## config.mk

```make
export PLATFORM = sky130hd
export DESIGN_NAME = matrix_add_sub_multiply
export DESIGN_NICKNAME = d
export VERILOG_FILES = /design/src/rtl/mas_pkg.sv /design/src/rtl/matrix_add_sub_multiply.sv /design/src/rtl/mas_front.sv /design/src/rtl/mas_back.sv
export SDC_FILE = /design/constraint.sdc
export NUM_CORES = 2
export LEC_CHECK = 0
export BUFFER_PORTS_ARGS = -buffer_cell sky130_fd_sc_hd__buf_2
export CELL_PAD_IN_SITES_DETAIL_PLACEMENT = 1
export CELL_PAD_IN_SITES_GLOBAL_PLACEMENT = 1
export CORE_UTILIZATION = 58
export DETAILED_ROUTE_END_ITERATION = 10
export PLACE_DENSITY_LB_ADDON = 0.1
export SYNTH_ARGS = -nofsm -noshare
export SYNTH_HDL_FRONTEND = slang
export SYNTH_HIERARCHICAL = 1
export SYNTH_SLANG_ARGS = --single-unit
```

## constraint.sdc

```tcl
create_clock -name clock -period 14 [get_ports clock]
set_clock_uncertainty 0.15 [all_clocks]
set_input_delay 1.4 -clock clock [delete_from_list [all_inputs] [get_ports clock]]
set_output_delay 1.4 -clock clock [all_outputs]
set_load 0.1 [all_outputs]
```

## src/rtl/mas_pkg.sv

```systemverilog
package mas_pkg;
   localparam int MAX_DIM = 8;
   localparam int ELEM_WIDTH = 16;
   localparam int DEPTH = MAX_DIM * MAX_DIM;
   localparam int ADDR_W = $clog2(DEPTH);
   localparam int IDX_W = $clog2(MAX_DIM);
   localparam int VAL_W = 35;
   localparam int PROD_W = 2 * ELEM_WIDTH;

   localparam logic [1:0] OP_ADD = 2'd0;
   localparam logic [1:0] OP_SUB = 2'd1;
   localparam logic [1:0] OP_MUL = 2'd2;

   localparam logic [2:0] REG_ROWS_A = 3'd0;
   localparam logic [2:0] REG_COLS_A = 3'd1;
   localparam logic [2:0] REG_ROWS_B = 3'd2;
   localparam logic [2:0] REG_COLS_B = 3'd3;
   localparam logic [2:0] REG_OPERATION = 3'd4;

   typedef enum logic [1:0] {
      JOB_ADD,
      JOB_SUB,
      JOB_MUL,
      JOB_ERR
   } job_kind_type;

   // One queued job: what the back end has to compute.
   typedef struct packed {
      job_kind_type kind;
      logic [IDX_W-1:0] last_row;
      logic [IDX_W-1:0] last_col;
      logic [IDX_W-1:0] last_k;
      logic [3:0] cols_a;
      logic [3:0] cols_b;
   } job_type;

   typedef struct packed {
      logic we;
      logic sel;
      logic [ADDR_W-1:0] addr;
      logic [ELEM_WIDTH-1:0] data;
   } store_wr_type;

   typedef enum logic [1:0] {
      BE_IDLE,
      BE_READ,
      BE_ACC,
      BE_EMIT
   } be_state_type;
endpackage

```

## src/rtl/matrix_add_sub_multiply.sv

```systemverilog
// Matrix add, subtract and multiply engine. Elements of A and B are loaded
// one per cycle (start with busy low), row-major. The transaction that
// completes B queues a job; the back end then reads both stores through one
// registered read port each and emits one result per output element, with
// last_result on the final one (or a single status result on a dimension
// mismatch or an invalid size or operation). Add and subtract pass each
// result through READ, ACC and EMIT; multiply repeats READ and ACC for
// each k in the single multiply-accumulate unit before EMIT. busy is high
// while a job is queued or running; loading for the next run waits for it.
// Results appear on rsp_ ports for one cycle each and cannot be held off.
module matrix_add_sub_multiply (
   input  logic clock,
   input  logic reset,
   input  logic start,
   output logic busy,
   input  logic req_matrix_select,
   input  logic signed [15:0] req_element,
   input  logic csr_valid,
   output logic csr_ready,
   input  logic [2:0] csr_index,
   input  logic [3:0] csr_data,
   output logic rsp_strobe,
   output logic signed [34:0] rsp_result_value,
   output logic [2:0] rsp_result_row,
   output logic [2:0] rsp_result_col,
   output logic rsp_status,
   output logic rsp_last_result
);
   logic [3:0] rows_a_ff, cols_a_ff, rows_b_ff, cols_b_ff;
   logic [1:0] operation_ff;
   logic accept, job_push, job_pop, back_active;
   mas_pkg::store_wr_type wr;
   mas_pkg::job_type job_new;
   mas_pkg::job_type q_ff;
   logic q_v_ff;

   assign csr_ready = 1'b1;
   assign busy = q_v_ff || back_active;
   assign accept = start && !busy;

   always_ff @(posedge clock) begin
      if (reset) begin
         rows_a_ff <= 4'd8;
         cols_a_ff <= 4'd8;
         rows_b_ff <= 4'd8;
         cols_b_ff <= 4'd8;
         operation_ff <= mas_pkg::OP_ADD;
      end else if (csr_valid && csr_ready) begin
         case (csr_index)
            mas_pkg::REG_ROWS_A: rows_a_ff <= csr_data;
            mas_pkg::REG_COLS_A: cols_a_ff <= csr_data;
            mas_pkg::REG_ROWS_B: rows_b_ff <= csr_data;
            mas_pkg::REG_COLS_B: cols_b_ff <= csr_data;
            mas_pkg::REG_OPERATION: operation_ff <= csr_data[1:0];
            default: ;
         endcase
      end
   end

   // One-entry job queue between front and back.
   always_ff @(posedge clock) begin
      if (reset) begin
         q_v_ff <= 1'b0;
      end else if (job_push) begin
         q_v_ff <= 1'b1;
      end else if (job_pop) begin
         q_v_ff <= 1'b0;
      end
      if (job_push) q_ff <= job_new;
   end

   mas_front u_front (
      .clock(clock), .reset(reset), .req_accept(accept),
      .req_matrix_select(req_matrix_select), .req_element(req_element),
      .rows_a(rows_a_ff), .cols_a(cols_a_ff), .rows_b(rows_b_ff),
      .cols_b(cols_b_ff), .operation(operation_ff), .wr(wr),
      .job_push(job_push), .job(job_new)
   );

   mas_back u_back (
      .clock(clock), .reset(reset), .wr(wr), .job_valid(q_v_ff), .job(q_ff),
      .job_pop(job_pop), .active(back_active), .rsp_strobe(rsp_strobe),
      .rsp_result_value(rsp_result_value), .rsp_result_row(rsp_result_row),
      .rsp_result_col(rsp_result_col), .rsp_status(rsp_status),
      .rsp_last_result(rsp_last_result)
   );
endmodule

```

## src/rtl/mas_front.sv

```systemverilog
module mas_front (
   input  logic clock,
   input  logic reset,
   input  logic req_accept,
   input  logic req_matrix_select,
   input  logic signed [mas_pkg::ELEM_WIDTH-1:0] req_element,
   input  logic [3:0] rows_a,
   input  logic [3:0] cols_a,
   input  logic [3:0] rows_b,
   input  logic [3:0] cols_b,
   input  logic [1:0] operation,
   output mas_pkg::store_wr_type wr,
   output logic job_push,
   output mas_pkg::job_type job
);
   localparam int CNT_W = mas_pkg::ADDR_W + 1;
   logic [CNT_W-1:0] count_a_ff, count_a_in, count_b_ff, count_b_in;
   logic va, vb, b_done;
   logic [7:0] cap_a, size_b;

   always_comb begin
      va = (rows_a != 4'd0) && (rows_a <= 4'(mas_pkg::MAX_DIM)) &&
           (cols_a != 4'd0) && (cols_a <= 4'(mas_pkg::MAX_DIM));
      vb = (rows_b != 4'd0) && (rows_b <= 4'(mas_pkg::MAX_DIM)) &&
           (cols_b != 4'd0) && (cols_b <= 4'(mas_pkg::MAX_DIM));
      cap_a = va ? 8'(rows_a) * 8'(cols_a) : 8'(mas_pkg::DEPTH);
      size_b = vb ? 8'(rows_b) * 8'(cols_b) : 8'd1;
      count_a_in = count_a_ff;
      count_b_in = count_b_ff;
      wr = '0;
      wr.sel = req_matrix_select;
      wr.data = req_element;
      b_done = 1'b0;
      job_push = 1'b0;
      job = '0;
      job.last_row = mas_pkg::IDX_W'(rows_a - 4'd1);
      job.last_col = mas_pkg::IDX_W'((operation == mas_pkg::OP_MUL) ? cols_b - 4'd1
                                                                    : cols_a - 4'd1);
      job.last_k = mas_pkg::IDX_W'(cols_a - 4'd1);
      job.cols_a = cols_a;
      job.cols_b = cols_b;
      if (va && vb && (operation == mas_pkg::OP_ADD || operation == mas_pkg::OP_SUB)
          && rows_a == rows_b && cols_a == cols_b) begin
         job.kind = (operation == mas_pkg::OP_ADD) ? mas_pkg::JOB_ADD : mas_pkg::JOB_SUB;
      end else if (va && vb && operation == mas_pkg::OP_MUL && cols_a == rows_b) begin
         job.kind = mas_pkg::JOB_MUL;
      end else begin
         job.kind = mas_pkg::JOB_ERR;
      end
      if (req_accept) begin
         if (!req_matrix_select) begin
            if (8'(count_a_ff) < cap_a && count_a_ff < CNT_W'(mas_pkg::DEPTH)) begin
               wr.we = 1'b1;
               wr.addr = count_a_ff[mas_pkg::ADDR_W-1:0];
               count_a_in = count_a_ff + 1'b1;
            end
         end else begin
            wr.we = count_b_ff < CNT_W'(mas_pkg::DEPTH);
            wr.addr = count_b_ff[mas_pkg::ADDR_W-1:0];
            b_done = !(8'(count_b_ff) + 8'd1 < size_b);
            if (b_done) begin
               job_push = 1'b1;
               count_a_in = '0;
               count_b_in = '0;
            end else begin
               count_b_in = count_b_ff + 1'b1;
            end
         end
      end
   end

   always_ff @(posedge clock) begin
      if (reset) begin
         count_a_ff <= '0;
         count_b_ff <= '0;
      end else begin
         count_a_ff <= count_a_in;
         count_b_ff <= count_b_in;
      end
   end
endmodule

```

## src/rtl/mas_back.sv

```systemverilog
module mas_back (
   input  logic clock,
   input  logic reset,
   input  mas_pkg::store_wr_type wr,
   input  logic job_valid,
   input  mas_pkg::job_type job,
   output logic job_pop,
   output logic active,
   output logic rsp_strobe,
   output logic signed [mas_pkg::VAL_W-1:0] rsp_result_value,
   output logic [mas_pkg::IDX_W-1:0] rsp_result_row,
   output logic [mas_pkg::IDX_W-1:0] rsp_result_col,
   output logic rsp_status,
   output logic rsp_last_result
);
   localparam int AW = mas_pkg::ADDR_W;
   localparam int EW = mas_pkg::ELEM_WIDTH;
   localparam int VW = mas_pkg::VAL_W;

   logic [EW-1:0] mem_a [mas_pkg::DEPTH];
   logic [EW-1:0] mem_b [mas_pkg::DEPTH];
   logic signed [EW-1:0] rd_a_ff, rd_b_ff;
   logic [AW-1:0] addr_a, addr_b;

   mas_pkg::be_state_type state_ff, state_in;
   mas_pkg::job_type job_ff, job_in;
   logic [mas_pkg::IDX_W-1:0] i_ff, i_in, j_ff, j_in, k_ff, k_in;
   logic signed [VW-1:0] acc_ff, acc_in;
   logic signed [mas_pkg::PROD_W-1:0] prod;
   logic signed [EW:0] sum;
   logic out_v_ff, out_v_in;
   logic signed [VW-1:0] out_val_ff, out_val_in;
   logic [mas_pkg::IDX_W-1:0] out_r_ff, out_r_in, out_c_ff, out_c_in;
   logic out_st_ff, out_st_in, out_l_ff, out_l_in;
   logic last_k, last_elem;

   always_ff @(posedge clock) begin
      if (wr.we && !wr.sel) mem_a[wr.addr] <= wr.data;
      if (wr.we && wr.sel) mem_b[wr.addr] <= wr.data;
      rd_a_ff <= mem_a[addr_a];
      rd_b_ff <= mem_b[addr_b];
   end

   always_comb begin
      if (job_ff.kind == mas_pkg::JOB_MUL) begin
         addr_a = AW'(8'(i_ff) * 8'(job_ff.cols_a) + 8'(k_ff));
         addr_b = AW'(8'(k_ff) * 8'(job_ff.cols_b) + 8'(j_ff));
      end else begin
         addr_a = AW'(8'(i_ff) * 8'(job_ff.cols_a) + 8'(j_ff));
         addr_b = addr_a;
      end
   end

   always_comb begin
      state_in = state_ff;
      job_in = job_ff;
      i_in = i_ff;
      j_in = j_ff;
      k_in = k_ff;
      acc_in = acc_ff;
      job_pop = 1'b0;
      out_v_in = 1'b0;
      out_val_in = out_val_ff;
      out_r_in = out_r_ff;
      out_c_in = out_c_ff;
      out_st_in = out_st_ff;
      out_l_in = out_l_ff;
      prod = rd_a_ff * rd_b_ff;
      sum = (job_ff.kind == mas_pkg::JOB_ADD) ? rd_a_ff + rd_b_ff : rd_a_ff - rd_b_ff;
      last_k = (job_ff.kind != mas_pkg::JOB_MUL) || (k_ff == job_ff.last_k);
      last_elem = (i_ff == job_ff.last_row) && (j_ff == job_ff.last_col);
      case (state_ff)
         mas_pkg::BE_IDLE: begin
            if (job_valid) begin
               job_pop = 1'b1;
               job_in = job;
               i_in = '0;
               j_in = '0;
               k_in = '0;
               acc_in = '0;
               state_in = mas_pkg::BE_READ;
            end
         end
         mas_pkg::BE_READ: begin
            if (job_ff.kind == mas_pkg::JOB_ERR) begin
               out_v_in = 1'b1;
               out_val_in = '0;
               out_r_in = '0;
               out_c_in = '0;
               out_st_in = 1'b1;
               out_l_in = 1'b1;
               state_in = mas_pkg::BE_IDLE;
            end else begin
               state_in = mas_pkg::BE_ACC;
            end
         end
         mas_pkg::BE_ACC: begin
            // Read data for the current address is now registered.
            if (job_ff.kind == mas_pkg::JOB_MUL) begin
               acc_in = acc_ff + VW'(prod);
            end else begin
               acc_in = VW'(sum) <<< 8;
            end
            if (last_k) begin
               state_in = mas_pkg::BE_EMIT;
            end else begin
               k_in = k_ff + 1'b1;
               state_in = mas_pkg::BE_READ;
            end
         end
         mas_pkg::BE_EMIT: begin
            out_v_in = 1'b1;
            out_val_in = acc_ff;
            out_r_in = i_ff;
            out_c_in = j_ff;
            out_st_in = 1'b0;
            out_l_in = last_elem;
            acc_in = '0;
            k_in = '0;
            if (last_elem) begin
               state_in = mas_pkg::BE_IDLE;
            end else begin
               if (j_ff == job_ff.last_col) begin
                  j_in = '0;
                  i_in = i_ff + 1'b1;
               end else begin
                  j_in = j_ff + 1'b1;
               end
               state_in = mas_pkg::BE_READ;
            end
         end
         default: state_in = mas_pkg::BE_IDLE;
      endcase
   end

   always_ff @(posedge clock) begin
      if (reset) begin
         state_ff <= mas_pkg::BE_IDLE;
         out_v_ff <= 1'b0;
      end else begin
         state_ff <= state_in;
         out_v_ff <= out_v_in;
      end
      job_ff <= job_in;
      i_ff <= i_in;
      j_ff <= j_in;
      k_ff <= k_in;
      acc_ff <= acc_in;
      out_val_ff <= out_val_in;
      out_r_ff <= out_r_in;
      out_c_ff <= out_c_in;
      out_st_ff <= out_st_in;
      out_l_ff <= out_l_in;
   end

   assign active = (state_ff != mas_pkg::BE_IDLE);
   assign rsp_strobe = out_v_ff;
   assign rsp_result_value = out_val_ff;
   assign rsp_result_row = out_r_ff;
   assign rsp_result_col = out_c_ff;
   assign rsp_status = out_st_ff;
   assign rsp_last_result = out_l_ff;
endmodule
```

==> flow_summary_export.csv <==
group,metric,value,unit
sta,relSlewSlack,0.08590,
yosys,syn-cell-area,0.1024,mm²
sta,fin_crit_sh,0.5577,
yosys,ys_ff_latch,2241,
yosys,netlist-cell-type-count,72,
placed_design,place_congestion,0.8354,
finish,nets,7687,
floorplanning,start_util,0.5863,
finish,multi_input_area,0.03252,mm²
critical_path,r2r_end,"u_back/mem_a[34][0]",
finish,area_delta_synth_final,9.871,%
drt,drc,0,
drt,wl_met2,141.0,mm
finish,final_cell_mix,"edfxtp_1 (2173), nand2_1 (1227), inv_1 (403), fa_1 (328), mux4_2 (272)",
grt,antenna_found_initial,13,
critical_path,worst_setup_path_start_kind,"flop",
yosys,synth-edff-count,2173,
drt,final_antenna_net_count,0,
yosys,avgSynthCellArea,14.44,µm²
grt,grt_max_degree,160,
sta,setup_viol_count_final,0,
sta,slew_viol_final,0,
placed_design,dp_hpwl,173.5,mm
sta,tightest_slew,1.371,ns
critical_path,cp_top_family,"simple AND/OR/NAND/NOR gates",
hold_path,whs_path_depth,0,
critical_path,reg2regPathDepth,21,
hold_path,hold_path.class,"flop to flop",
placed_design,buffer_ports.inserted,72,
sta,clock.fmax,0.1281,GHz
clock_network,cts_tree,"done",
drt,met3_length,23.02,mm
floorplanning,ios,74,
drt,wl_per_cell,29.77,µm
floorplanning,core,0.1746,mm²
clock_network,cts_root_buf,"clkbuf_16",
critical_path,setup.worst_path.end_class,"flop",
critical_path,max_stage_delay,1.08,ns
flow_run,maxCapViolations,0,
critical_path,crit_arrival,8.24,ns
clock_network,post_cts_buffers,0,
hold_path,whs_endpoint,"u_back/job_ff[9]",
status,status,"finished clean",
sta,finalHoldViolations,0,
grt,grt_pass1_vias,66375,
drt,via_per_inst,6.394,
yosys,ys_warn_count,6,
drt,dr.pass1.iters,6,
critical_path,r2r_slack,6.19,ns
yosys,syn_nets,7630,
clock_network,numClockSinks,2241,
critical_path,required,14.43,ns
yosys,syn_inst,7087,
clock_network,clk_path_buf_depth,3,
clock_network,insertion_delay,0.87,ns
finish,layout_commonest_cell,"edfxtp_1",
yosys,yosysSeqAreaShare,0.6508,
floorplanning,die_h,422.1,µm
clock_network,numCtsBuffers,215,
critical_path,path_max_fanout,13,
floorplanning,dieArea,0.1782,mm²
drt,vias,61731,
critical_path,crit_top_cell,"fa_1",
drt,wl,287.5,mm
sta,setup_tns,0,ns
grt,global_route.overflow_total,0,
critical_path,crit_slowest_cell,"nor3b_1",
grt,grt_pass1_wl,428.8,mm
clock_network,ctsHtreeMaxLevel,4,
hold_path,min-delay-start,"q_ff[9]",
sta,min_period,7.807,ns
yosys,ys.flop_type,"edfxtp_1",
finish,fillCellCount,15986,
drt,wl_met1,112.7,mm
floorplanning,die_x,422.1,µm
critical_path,rr_startpoint,"cols_a_ff[2]",
grt,track_usage,0.3261,
sta,rsz0062_at_grt,"false",
critical_path,critical_path_class,"flop to flop",
finish,drive_gt1_frac,0.1223,
clock_network,post_cts_resize_count,0,
critical_path,path_cells,"nand2_1 -> fa_1 -> inv_1 -> fa_1 -> fa_1 -> a21o_1 -> a21oi_1 -> xor2_1 -> and2_1 -> ha_1 -> or3b_1 -> a211o_1 -> nor4_2 -> a21o_2 -> nor2_1 -> and2_1 -> a21oi_1 -> nor3b_1 -> nand2_1 -> nor2_1 -> buf_4",
finish,seq_area,0.06661,mm²
critical_path,crit_buf_inv,2,
clock_network,ctsHoldBuffers,0,
floorplanning,num_rows,153,
drt,highest_layer,"met5",
drt,first_iter_violations,6754,
yosys,synthArstFlopShare,0,
clock_network,clk_pin_slew_worst_paths,0.06,ns
==> kinds of logic after synthesis <==
family                   count (synthesis)  share of synthesized area
multiplexers                           365                    0.06897
other                                    1                 0.00003664
adder cells (fa/ha/maj)                515                    0.08701
AND/OR/NAND/NOR                       2238                    0.09900
flip-flops                            2241                     0.6508
AO/OA/AOI/OAI                          757                    0.05041
buffers and inverters                  845                    0.03310
XOR/XNOR                               125                    0.01070
==> area by class of cell <==
cell class	count	area share
Sequential cell	2241	0.5923
Inverter	404	0.01348
Antenna cell	4	0.00008900
Timing Repair Buffer	281	0.01829
Multi-Input combinational cell	4001	0.2892
Tap cell	2325	0.02587
Clock buffer	262	0.05025
Clock inverter	137	0.01051
==> synth_stat cells, drive strengths merged (3+ instances only) <==
| cell | count | area (µm²) |
|---|---|---|
| a31oi | 74 | 462.9 |
| edfxtp | 2173 | 65250 |
| clkbuf | 288 | 1084 |
| o211ai | 25 | 187.7 |
| nor3 | 11 | 71.32 |
| xnor2 | 67 | 586.8 |
| dfxtp | 68 | 1361 |
| a211oi | 107 | 803.3 |
| nand3 | 221 | 1106 |
| and2 | 176 | 1101 |
| nand4 | 7 | 43.79 |
| o21ai | 108 | 544.3 |
| a211o | 3 | 26.28 |
| o22ai | 6 | 37.54 |
| or3b | 3 | 26.28 |
| mux2i | 91 | 910.9 |
| o21bai | 5 | 37.54 |
| o21a | 8 | 60.06 |
| nor2b | 80 | 500.5 |
| a21oi | 173 | 865.8 |
| a21o | 30 | 226.5 |
| xor2 | 58 | 508.0 |
| nand3b | 5 | 37.54 |
| or2 | 5 | 31.28 |
| or3 | 5 | 31.28 |
| and3 | 208 | 1301 |
| nor4 | 6 | 58.80 |
| nand2 | 1227 | 4606 |
| o31ai | 3 | 22.52 |
| mux4 | 272 | 6126 |
| a311oi | 192 | 1682 |
| buf | 153 | 788.3 |
| a2111oi | 3 | 26.28 |
| nor2 | 240 | 903.4 |
| inv | 403 | 1513 |
| a22oi | 6 | 45.04 |
| fa | 328 | 6566 |
| ha | 187 | 2340 |
| nand2b | 36 | 225.2 |
==> registers in the layout, indices dropped and copies added (netlist names), 7 cells and up <==
name and count:
q_ff 19, u_back/rd_b_ff 16, u_front/count_b_ff 7, u_back/rd_a_ff 16, u_back/job_ff 19, u_back/rsp_result_value 35, u_back/mem_a 1024, u_front/count_a_ff 7
u_back/mem_b 1024, u_back/acc_ff 35
==> how the worst max path moves through the flow <==
stage / startpoint / depth (start not counted) / endpoint
final: cols_a_ff[2] / 21 / u_back/mem_a[34][0]
after global routing: cols_a_ff[2] / 21 / u_back/mem_a[34][3]
after CTS: cols_a_ff[2] / 21 / u_back/mem_a[34][0]
after detailed placement: cols_a_ff[2] / 21 / u_back/mem_a[34][0]
after global placement: u_back/rd_b_ff[7] / 22 / u_back/acc_ff[33]
after floorplan: u_back/rd_b_ff[7] / 24 / u_back/acc_ff[34]
==> metrics by stage <==
step,utilization,worst slack (ns),hold WS (ns),instances,cell area [µm²]
after floorplan,-,7.419,0.2503,7087,102400
after global placement,0.6050,6.658,0.2505,9252,105600
after detailed placement,0.6050,6.430,0.2563,9252,105600
after CTS,0.6441,6.406,0.2706,9651,112500
after global routing,0.6441,6.032,0.2774,9652,112500
final,0.6442,6.193,0.2678,9655,112500
==> layer usage <==
layer	global-route usage	vias up
met5	0	-
met4	0.1186	8
met3	0.04899	494
met2	0.5343	2776
met1	0.4478	32446
li1	-	26007
Power is left out: the tool's default activity adds up to more than one toggle a clock period on the data nets, which glitch-free logic cannot reach.
